## config.mk

```make
export PLATFORM = sky130hd
export DESIGN_NAME = adc_channel_sequencer_averager
export DESIGN_NICKNAME = d
export VERILOG_FILES = /design/src/hdl/acs_pkg.sv /design/src/hdl/adc_channel_sequencer_averager.sv /design/src/hdl/acs_avg_div.sv
export SDC_FILE = /design/constraint.sdc
export NUM_CORES = 1
export LEC_CHECK = 0
export BUFFER_PORTS_ARGS = -buffer_cell sky130_fd_sc_hd__buf_4
export CAP_MARGIN = 15
export CELL_PAD_IN_SITES_DETAIL_PLACEMENT = 0
export CELL_PAD_IN_SITES_GLOBAL_PLACEMENT = 2
export CORE_ASPECT_RATIO = 0.9
export CORE_MARGIN = 5
export CORE_UTILIZATION = 42
export DETAILED_ROUTE_END_ITERATION = 10
export PLACE_DENSITY = 0.91
export SYNTH_ARGS = -nofsm -noshare
export SYNTH_HDL_FRONTEND = slang
export SYNTH_SLANG_ARGS = --single-unit
```

## constraint.sdc

```tcl
create_clock -name i_clk -period 8.1 [get_ports i_clk]
set_input_delay 0.405 -clock i_clk [delete_from_list [all_inputs] [get_ports i_clk]]
set_output_delay 0.405 -clock i_clk [all_outputs]
set_load 0.02 [all_outputs]
```

## src/hdl/acs_pkg.sv

```systemverilog
// acs_pkg: shared constants and types for the adc channel sequencer/averager
// used by acs_avg_div and adc_channel_sequencer_averager; no dependencies
package acs_pkg;

    localparam int ACS_BRIDGE_SAMPLES     = 16;
    localparam int ACS_THERMISTOR_SAMPLES = 8;
    localparam int ACS_DISCARD_COUNT      = 2;

    localparam int SAMPLE_W = 24;
    localparam int CHAN_W   = 3;
    localparam int IDX_W    = 8;
    localparam int HOLD_W   = 3;
    localparam int CFG_IDX_W  = 1;
    localparam int CFG_DATA_W = 3;

    localparam logic [CFG_IDX_W-1:0] REG_HOLD_CHANNEL = 1'b0;
    localparam logic [CFG_IDX_W-1:0] REG_SKIP_THIRD   = 1'b1;

    localparam logic [CHAN_W-1:0] CH_BRIDGE0 = 3'd0;
    localparam logic [CHAN_W-1:0] CH_BRIDGE1 = 3'd1;
    localparam logic [CHAN_W-1:0] CH_BRIDGE2 = 3'd2;
    localparam logic [CHAN_W-1:0] CH_THERM0  = 3'd3;
    localparam logic [CHAN_W-1:0] CH_THERM1  = 3'd4;
    localparam logic [CHAN_W-1:0] NUM_CHANNELS = 3'd5;

    typedef struct packed {
        logic [CHAN_W-1:0] channel;
        logic [CHAN_W-1:0] next_channel;
        logic              held;
        logic              thermistor;
    } t_blk_info;

endpackage

```

## src/hdl/adc_channel_sequencer_averager.sv

```systemverilog
// adc_channel_sequencer_averager: five-channel converter sequencer with block averaging
// depends on acs_pkg and acs_avg_div
//
//  channel | handshake               | payload
//  --------+-------------------------+--------------------------------------------
//  in      | i_in_valid / o_in_ready | i_sample
//  out     | o_out_valid/i_out_ready | o_channel, o_average, o_next_channel, o_held
//  cfg     | i_cfg_we                | i_cfg_index, i_cfg_data
//
// one sample is taken every cycle while o_in_ready is high; accumulation and counting finish in the accept cycle.
// a finished block passes the block register, then the combinational divider and the result register.
// reset (synchronous, active low) starts on the first bridge input with no discard.
// a stalled output fills the block register, then input ready drops.
module adc_channel_sequencer_averager
    import acs_pkg::*;
#(
    parameter int BRIDGE_SAMPLES     = ACS_BRIDGE_SAMPLES,
    parameter int THERMISTOR_SAMPLES = ACS_THERMISTOR_SAMPLES,
    parameter int DISCARD_COUNT      = ACS_DISCARD_COUNT
) (
    input  logic                  i_clk,
    input  logic                  i_rst_n,
    input  logic                  i_cfg_we,
    input  logic [CFG_IDX_W-1:0]  i_cfg_index,
    input  logic [CFG_DATA_W-1:0] i_cfg_data,
    input  logic                  i_in_valid,
    output logic                  o_in_ready,
    input  logic [SAMPLE_W-1:0]   i_sample,
    output logic                  o_out_valid,
    input  logic                  i_out_ready,
    output logic [CHAN_W-1:0]     o_channel,
    output logic [SAMPLE_W-1:0]   o_average,
    output logic [CHAN_W-1:0]     o_next_channel,
    output logic                  o_held
);

    localparam int MAX_SAMPLES = (BRIDGE_SAMPLES > THERMISTOR_SAMPLES) ?
                                 BRIDGE_SAMPLES : THERMISTOR_SAMPLES;
    localparam int SUM_W = SAMPLE_W + $clog2(MAX_SAMPLES);
    localparam logic [IDX_W-1:0] DISCARD_RELOAD = IDX_W'(256 - DISCARD_COUNT);
    localparam logic [IDX_W-1:0] BLOCK_B = IDX_W'(BRIDGE_SAMPLES);
    localparam logic [IDX_W-1:0] BLOCK_T = IDX_W'(THERMISTOR_SAMPLES);

    logic [HOLD_W-1:0] r_hold;
    logic              r_skip;
    logic [CHAN_W-1:0] r_ch;
    logic [IDX_W-1:0]  r_idx;
    logic [SUM_W-1:0]  r_sum;
    logic              r_s1_valid;
    t_blk_info         r_s1_info;
    logic [SUM_W-1:0]  r_s1_sum;
    logic              r_out_valid;

    logic [CHAN_W-1:0]   ch_eff;
    logic                therm;
    logic [IDX_W-1:0]    block_len;
    logic [IDX_W-1:0]    idx_inc;
    logic                discarding;
    logic                done;
    logic [SUM_W-1:0]    sample_ext;
    logic [SUM_W-1:0]    n_sum;
    logic                hold;
    logic [CHAN_W-1:0]   follow;
    logic [CHAN_W-1:0]   n_ch;
    logic                accept;
    logic                s1_take;
    logic [SAMPLE_W-1:0] avg;

    assign ch_eff     = (r_ch >= NUM_CHANNELS) ? CH_BRIDGE0 : r_ch;
    assign therm      = (ch_eff >= CH_THERM0);
    assign block_len  = therm ? BLOCK_T : BLOCK_B;
    assign idx_inc    = r_idx + IDX_W'(1);
    assign discarding = (r_idx >= block_len);
    assign done       = !discarding && (idx_inc == block_len);
    assign sample_ext = therm ? SUM_W'(i_sample[SAMPLE_W-1:8]) : SUM_W'(i_sample);
    assign n_sum      = r_sum + sample_ext;
    assign hold       = ({1'b0, r_hold} == ({1'b0, ch_eff} + 4'd1));

    always_comb begin
        unique case (ch_eff)
            CH_BRIDGE0: follow = CH_BRIDGE1;
            CH_BRIDGE1: follow = r_skip ? CH_THERM0 : CH_BRIDGE2;
            CH_BRIDGE2: follow = CH_THERM0;
            CH_THERM0:  follow = CH_THERM1;
            default:    follow = CH_BRIDGE0;
        endcase
    end

    assign n_ch = hold ? ch_eff : follow;

    assign s1_take    = r_s1_valid && (!r_out_valid || i_out_ready);
    assign o_in_ready = !r_s1_valid || s1_take;
    assign accept     = i_in_valid && o_in_ready;

    always_ff @(posedge i_clk) begin
        if (!i_rst_n) begin
            r_hold <= '0;
            r_skip <= 1'b0;
        end else if (i_cfg_we) begin
            unique case (i_cfg_index)
                REG_HOLD_CHANNEL: r_hold <= i_cfg_data[HOLD_W-1:0];
                REG_SKIP_THIRD:   r_skip <= i_cfg_data[0];
            endcase
        end
    end

    always_ff @(posedge i_clk) begin
        if (!i_rst_n) begin
            r_ch  <= CH_BRIDGE0;
            r_idx <= '0;
            r_sum <= '0;
        end else if (accept) begin
            priority if (discarding) begin
                r_idx <= idx_inc;
            end else if (done) begin
                r_ch  <= n_ch;
                r_idx <= DISCARD_RELOAD;
                r_sum <= '0;
            end else begin
                r_idx <= idx_inc;
                r_sum <= n_sum;
            end
        end
    end

    // finished block register
    always_ff @(posedge i_clk) begin
        if (!i_rst_n) begin
            r_s1_valid <= 1'b0;
        end else if (accept && done) begin
            r_s1_valid <= 1'b1;
        end else if (s1_take) begin
            r_s1_valid <= 1'b0;
        end
    end

    always_ff @(posedge i_clk) begin
        if (accept && done) begin
            r_s1_sum               <= n_sum;
            r_s1_info.channel      <= ch_eff;
            r_s1_info.next_channel <= n_ch;
            r_s1_info.held         <= hold;
            r_s1_info.thermistor   <= therm;
        end
    end

    acs_avg_div #(
        .BRIDGE_SAMPLES     (BRIDGE_SAMPLES),
        .THERMISTOR_SAMPLES (THERMISTOR_SAMPLES),
        .SUM_W              (SUM_W)
    ) u_avg_div (
        .i_sum        (r_s1_sum),
        .i_thermistor (r_s1_info.thermistor),
        .o_average    (avg)
    );

    // result register
    always_ff @(posedge i_clk) begin
        if (!i_rst_n) begin
            r_out_valid <= 1'b0;
        end else if (s1_take) begin
            r_out_valid <= 1'b1;
        end else if (i_out_ready) begin
            r_out_valid <= 1'b0;
        end
    end

    always_ff @(posedge i_clk) begin
        if (s1_take) begin
            o_channel      <= r_s1_info.channel;
            o_average      <= avg;
            o_next_channel <= r_s1_info.next_channel;
            o_held         <= r_s1_info.held;
        end
    end

    assign o_out_valid = r_out_valid;

endmodule

```

## src/hdl/acs_avg_div.sv

```systemverilog
// acs_avg_div: block mean, running sum divided by the block length of the channel
// constant reciprocal multiply, exact for any sum below 2**SUM_W; uses acs_pkg
module acs_avg_div
    import acs_pkg::*;
#(
    parameter int BRIDGE_SAMPLES     = ACS_BRIDGE_SAMPLES,
    parameter int THERMISTOR_SAMPLES = ACS_THERMISTOR_SAMPLES,
    parameter int SUM_W              = 28
) (
    input  logic [SUM_W-1:0]    i_sum,
    input  logic                i_thermistor,
    output logic [SAMPLE_W-1:0] o_average
);

    localparam int L_B    = $clog2(BRIDGE_SAMPLES);
    localparam int L_T    = $clog2(THERMISTOR_SAMPLES);
    localparam int SH_B   = SUM_W + L_B;
    localparam int SH_T   = SUM_W + L_T;
    localparam int M_W    = SUM_W + 1;
    localparam int PROD_W = SUM_W + M_W;
    localparam logic [63:0] M_B =
        ((64'd1 << SH_B) + 64'(BRIDGE_SAMPLES) - 64'd1) / 64'(BRIDGE_SAMPLES);
    localparam logic [63:0] M_T =
        ((64'd1 << SH_T) + 64'(THERMISTOR_SAMPLES) - 64'd1) / 64'(THERMISTOR_SAMPLES);

    logic [PROD_W-1:0] prod_b;
    logic [PROD_W-1:0] prod_t;
    logic [PROD_W-1:0] quot_b;
    logic [PROD_W-1:0] quot_t;

    assign prod_b = PROD_W'(i_sum) * PROD_W'(M_B[M_W-1:0]);
    assign prod_t = PROD_W'(i_sum) * PROD_W'(M_T[M_W-1:0]);
    assign quot_b = prod_b >> SH_B;
    assign quot_t = prod_t >> SH_T;

    assign o_average = i_thermistor ? quot_t[SAMPLE_W-1:0] : quot_b[SAMPLE_W-1:0];

endmodule
```

# After elaboration in Yosys (flattened, before gate mapping)
# Index checks and enable logic that the tools add are counted.
# totals
register_bits	112
latch_bits	0
ramBits	0
rom_bits	0
out_inout_bits	33
word_cells	59
mem_count	0
# classes
n_addsub	3
n_mul	0
n_div	0
n_lt_le_gt_ge	3
n_eq_ne	5
shift	0
muxes	14
n_bitwise	2
n_reduce_logical	16
# ops
operator	n
$mux 24	2
$add 28x24->28	1
$mux 28	1
$mux 8	2
$pmux 3 s4	1
$add 8x1->8 const B	1
$eq 8x5->1	1
$ge 8x5->1	1
$eq 3x2->1 const B	2
$mux 3	2
$reduce_and 2->1	3
$mux 1	5
$mux 5	1
$add 3x1->4 const B	1
$eq 3x4->1	1
$logic_and 1x1->1	4
$reduce_bool 2->1	2
$eq 3x1->1 const B	1
$ge 3x2->1 const B	1
$ge 3x3->1 const B	1
$logic_not 1->1	3
$logic_not 3->1	1
$reduce_and 3->1	1
$logic_or 1x1->1	2
$not 1->1	2

# Depth between registers and ports, before layout
# logic_depth
depth_word	9
depth_mapped	16
depth_no_buf	15

# By module
# From an unflattened synthesis, not the netlist that was laid out.
# unflattened
hier_cells	588
area_unflattened_um2	6232.2
# modules_own_cells
module	n_inst	cells_per_inst	area_per_inst_um2
adc_channel_sequencer_averager	1	561	5835.6
acs_avg_div	1	27	396.6

# Worst setup path before layout
# OpenSTA, ideal clock, no wires.
# synth_path
kind	reg2reg
start	register r_ch[2]
end	register r_sum[25]
setup_time_ps	121
arrival_ps	3995
path_slack_ps	3984
path_stages_with_launch	15
path_buffers	2
synth_period_minus_slack_ps	4116
path_cell_list	dfxtp_1 -> nor3b_4 -> inv_1 -> ha_1 -> nor2_2 -> clkbuf_1 -> mux2_2 -> ha_1 -> clkbuf_1 -> and3_1 -> a311o_1 -> a22o_1 -> a211o_1 -> and3_1 -> mux2_4
# synth_between
elab_chain_len	8
# synth_lines
element	line	text
start, declared	adc_channel_sequencer_averager.sv:46	logic [CHAN_W-1:0] r_ch;
start signal, assigned	adc_channel_sequencer_averager.sv:116	r_ch <= n_ch;
$ge 3x3->1	adc_channel_sequencer_averager.sv:69	assign ch_eff = (r_ch >= NUM_CHANNELS) ? CH_BRIDGE0 : r_ch;
$mux 3 (*)	adc_channel_sequencer_averager.sv:69	
via ch_eff[2]	adc_channel_sequencer_averager.sv:54	logic [CHAN_W-1:0] ch_eff;
$ge 3x2->1 (*)	adc_channel_sequencer_averager.sv:70	assign therm = (ch_eff >= CH_THERM0);
branches (longest 5 deep; another with $add 28x24->28)	-	
end signal, assigned	adc_channel_sequencer_averager.sv:121	r_sum <= n_sum;
end, declared	adc_channel_sequencer_averager.sv:48	logic [SUM_W-1:0] r_sum;
# Mark *: on every way through the listed nets, which the timed path passes.
# A chain may end at the register's enable or synchronous reset.

# Worst setup path in the final report
# layout_path
start	register r_ch[2]
end	register r_sum[27]
# layout_between
elab_chain_len	8
# layout_lines
element	line	text
$ge 3x3->1	adc_channel_sequencer_averager.sv:69	
$mux 3 (*)	adc_channel_sequencer_averager.sv:69	
via ch_eff[2]	adc_channel_sequencer_averager.sv:54	
$ge 3x2->1 (*)	adc_channel_sequencer_averager.sv:70	
via therm	adc_channel_sequencer_averager.sv:55	logic therm;
branches (longest 5 deep; another with $add 28x24->28)	-	
# Marked as above.

==> metrics.md <==
| Metric | Value |
|---|---|
| DR DRC count | `0` |
| Top_reg_cell synth | `edfxtp_1` |
| First-pass GRT wire length | `21.4 mm` |
| Setup Total Neg Slack | `0 ns` |
| Worst Path Arrival | `4.72 ns` |
| GRT Total Usage | `16.5%` |
| DIE WIDTH | `135 µm` |
| Slew @ Worst Pin | `1.14 ns` |
| Delay-heaviest family, CP | `simple AND/OR/NAND/NOR gates` |
| Reg-to-reg slack, setup | `3.66 ns` |
| Layout cells sized above 1 | `23.0%` |
| Post-synth cell types | `56` |
| Starting density of the core | `42.3%` |
| CP Class | `flip-flop to flip-flop` |
| Num CTS Buffers | `9` |
| Final setup violating endpoints | `0` |
| Cell taking the most area after synthesis | `edfxtp_1` |
| Post-Synthesis Cells | `532` |
| DR pass1 iterations | `4` |
| Crit end category | `flip-flop` |
| Ys Warns | `0` |
| CTS tree | `built` |
| Routed Antenna Nets | `0` |
| DP HPWL | `9.77 mm` |
| Fmax | `0.225 GHz` |
| Psw | `0.355 mW` |
| Routability Congestion | `0.905` |
| Core Region | `13900 µm²` |
| Fin. max-slew vios | `0` |
| Crit share post-route | `54.8%` |
| CTS hold repair buffers | `0` |
| I/O pin total | `66` |
| Crit path time final | `4.44 ns` |
| Clk pwr share | `31.7%` |
| Root Driver | `clkbuf_16` |
| Fill cells | `1279` |
| Seq. cell area | `2820 µm²` |
| Sw frac | `27.4%` |
| Die footprint | `16400 µm²` |
| Clock skew | `0.0107 ns` |
| Vias per cell | `5.55` |
| Largest net degree at the start of global routing | `32` |
| CP max stage delay | `0.78 ns` |
| Port Buffers | `65` |
| Initial drt markers | `231` |
| Drt wl/cell | `17.0 µm` |
| Mapped Avg Cell Area | `11.0 µm²` |
| Footprint of the multi-input gates | `2910 µm²` |
| Initial antenna violation count | `0` |
| Area Growth Syn to Fin | `16.0%` |
| Clock Pin Slew Worst Setup and Hold Paths | `0.07 ns` |
| H-tree levels | `3` |
| Vias in the first global route | `4183` |
| Final hold vios | `0` |
| Status | `finished, final reports clean` |
| Routed WL | `13.1 mm` |
| Clk_lat worst skew | `0.36 ns` |
| #FFs+latches synth | `109` |
| CP max-delay cell | `nor2_1` |
| Layout Nets | `658` |
| Post-CTS Resized | `0` |
| Mapped cell area | `5860 µm²` |
| Worst Path Buf+Inv | `3` |
| Worst EP required | `8.38 ns` |
| Power Density | `191 nW/µm²` |
| Cell row count | `41` |
| RSZ-0062 raised after global routing | `false` |
| Power share of the combinational group | `19.9%` |
| Crit start category | `flip-flop` |
| DIE HEIGHT | `122 µm` |
| Diodes inserted | `0` |
| GRT Residual Overflow | `0` |
| Reg power frac | `48.4%` |
| Worst IR Drop VDD | `0.000106 V` |
| Internal Power | `0.942 mW` |
| CP Max Fanout | `26` |
| Synth top area cells | `edfxtp_1, dfxtp_1, mux2_2` |
| Clock sink total | `109` |
| Final Util | `49.1%` |
| Total nets after synthesis | `600` |
| Slew headroom | `24.2%` |
| Post-CTS Setup Inserts | `0` |
| Area share of the largest cell type after synthesis | `32.8%` |
| Synth async-reset ratio | `0%` |
| HP Class | `input port to flip-flop` |
| Seq/Total Area, Yosys | `48.2%` |
| Max-cap violations | `0` |
| CTS max path bufs | `2` |
| Number of flops mapped to enable cells by yosys | `64` |
| Crit path cell chain | `nor3b_4, inv_1, ha_1, nor2_2, buf_4, inv_1, ha_1, nor4_1, nand3_1, nor2_1, nand2_1, nor2_2, a211oi_1, o22ai_1` |
| Leak pwr | `2.71 nW` |
| Via Count | `4255` |
[worst min-delay path, stage by stage]
cell and delay, ns:
buf_4 0.08, mux2i_1 0.05, nor2_1 0.07
[synth_stat cells, drive strengths merged, types with 3 or more instances]
library cell and number:
mux2 42, inv 15, nand2 35, nand3 20, nor3 8, xnor2 18
a21oi 38, a221oi 3, dfxtp 45, a21o 10, a22o 12, ha 34
a211oi 7, a22oi 4, or3 3, clkbuf 19, nor2b 4, edfxtp 64
o21ai 23, and3 10, and2 13, o211ai 5, xor2 9, a31oi 8
a211o 6, nor2 29, nand4 4, a21boi 3, mux2i 8
[through the flow]
step | hold WS, ns | std cells | setup slack, ns | power, mW | cell area (µm²)
2_1_floorplan | 0.400 | 532 | 3.98 | 0.828 | 5860
3_3_place_gp | 0.408 | 751 | 3.74 | 0.892 | 6520
3_5_place_dp | 0.406 | 751 | 3.61 | 0.895 | 6520
4_1_cts | 0.278 | 767 | 3.60 | 1.31 | 6800
5_1_grt | 0.281 | 767 | 3.22 | 1.36 | 6800
6_report | 0.286 | 767 | 3.66 | 1.30 | 6800
[layout by cell type, fill, tap and decap left out, drive strengths merged, types with 3 or more instances in the layout]
cell type  count
buf           68
edfxtp        64
dfxtp         45
mux2          42
a21oi         38
nand2         35
ha            34
nor2          29
o21ai         23
nand3         20
xnor2         18
inv           15
and2          13
a22o          12
clkbuf        11
and3          10
a21o          10
xor2           9
nor3           8
mux2i          8
a31oi          8
a211oi         7
a211o          6
o211ai         5
nor2b          4
nand4          4
a22oi          4
or3            3
a221oi         3
clkinvlp       3
a21boi         3
[path summary, 6_finish.rpt]
kind | depth (start not counted) | startpoint | to
worst max-delay path | 14 | r_ch[2]$_SDFFE_PN0P_ | r_sum[27]$_SDFFE_PN0P_
worst max register to register | 14 | r_ch[2]$_SDFFE_PN0P_ | r_sum[27]$_SDFFE_PN0P_
worst min-delay path | 3 | i_cfg_data[1] | r_hold[1]$_SDFFE_PN0P_
worst min register to register | 0 | r_s1_info[3]$_DFFE_PP_ | o_next_channel[1]$_DFFE_PP_
[power by group through the flow]
stage                     registers [mW]  logic [mW]  clock network [mW]
after CTS                          0.628       0.257               0.424
after floorplan                    0.635       0.193                   0
final                              0.628       0.258               0.411
after global placement             0.639       0.253                   0
after global routing               0.630       0.289               0.446
after detailed placement           0.640       0.255                   0
[metal layers]
layer	vias to the layer above	global-route usage, %	routed length (µm)
met4	0	4.20	156
met5	-	0	0
met2	106	26.2	5930
li1	2130	-	-
met3	11	4.00	554
met1	2008	22.8	6430
[kinds of logic after synthesis]
family | count (synthesis) | synth area share [%]
multiplexers | 50 | 9.50
XOR/XNOR | 27 | 4.04
AO/OA/AOI/OAI | 138 | 16.6
buffers and inverters | 36 | 2.33
flip-flops | 109 | 48.2
adder cells (fa/ha/maj) | 35 | 7.60
AND/OR/NAND/NOR | 137 | 11.8
[sequential cells by signal, indices dropped and copies added (netlist names), 8 cells and up]
signal	flops
r_s1_info	8
r_sum	28
r_s1_sum	25
o_average	24
r_idx	8
[area by class of cell]
class	instances	area share, %
Clock inverter	5	0.534
Timing Repair Buffer	68	7.51
Sequential cell	109	41.5
Inverter	15	0.829
Multi-Input combinational cell	387	42.8
Clock buffer	11	3.57
Tap cell	172	3.17
No activity file was read; power rests on OpenSTA's default activity.
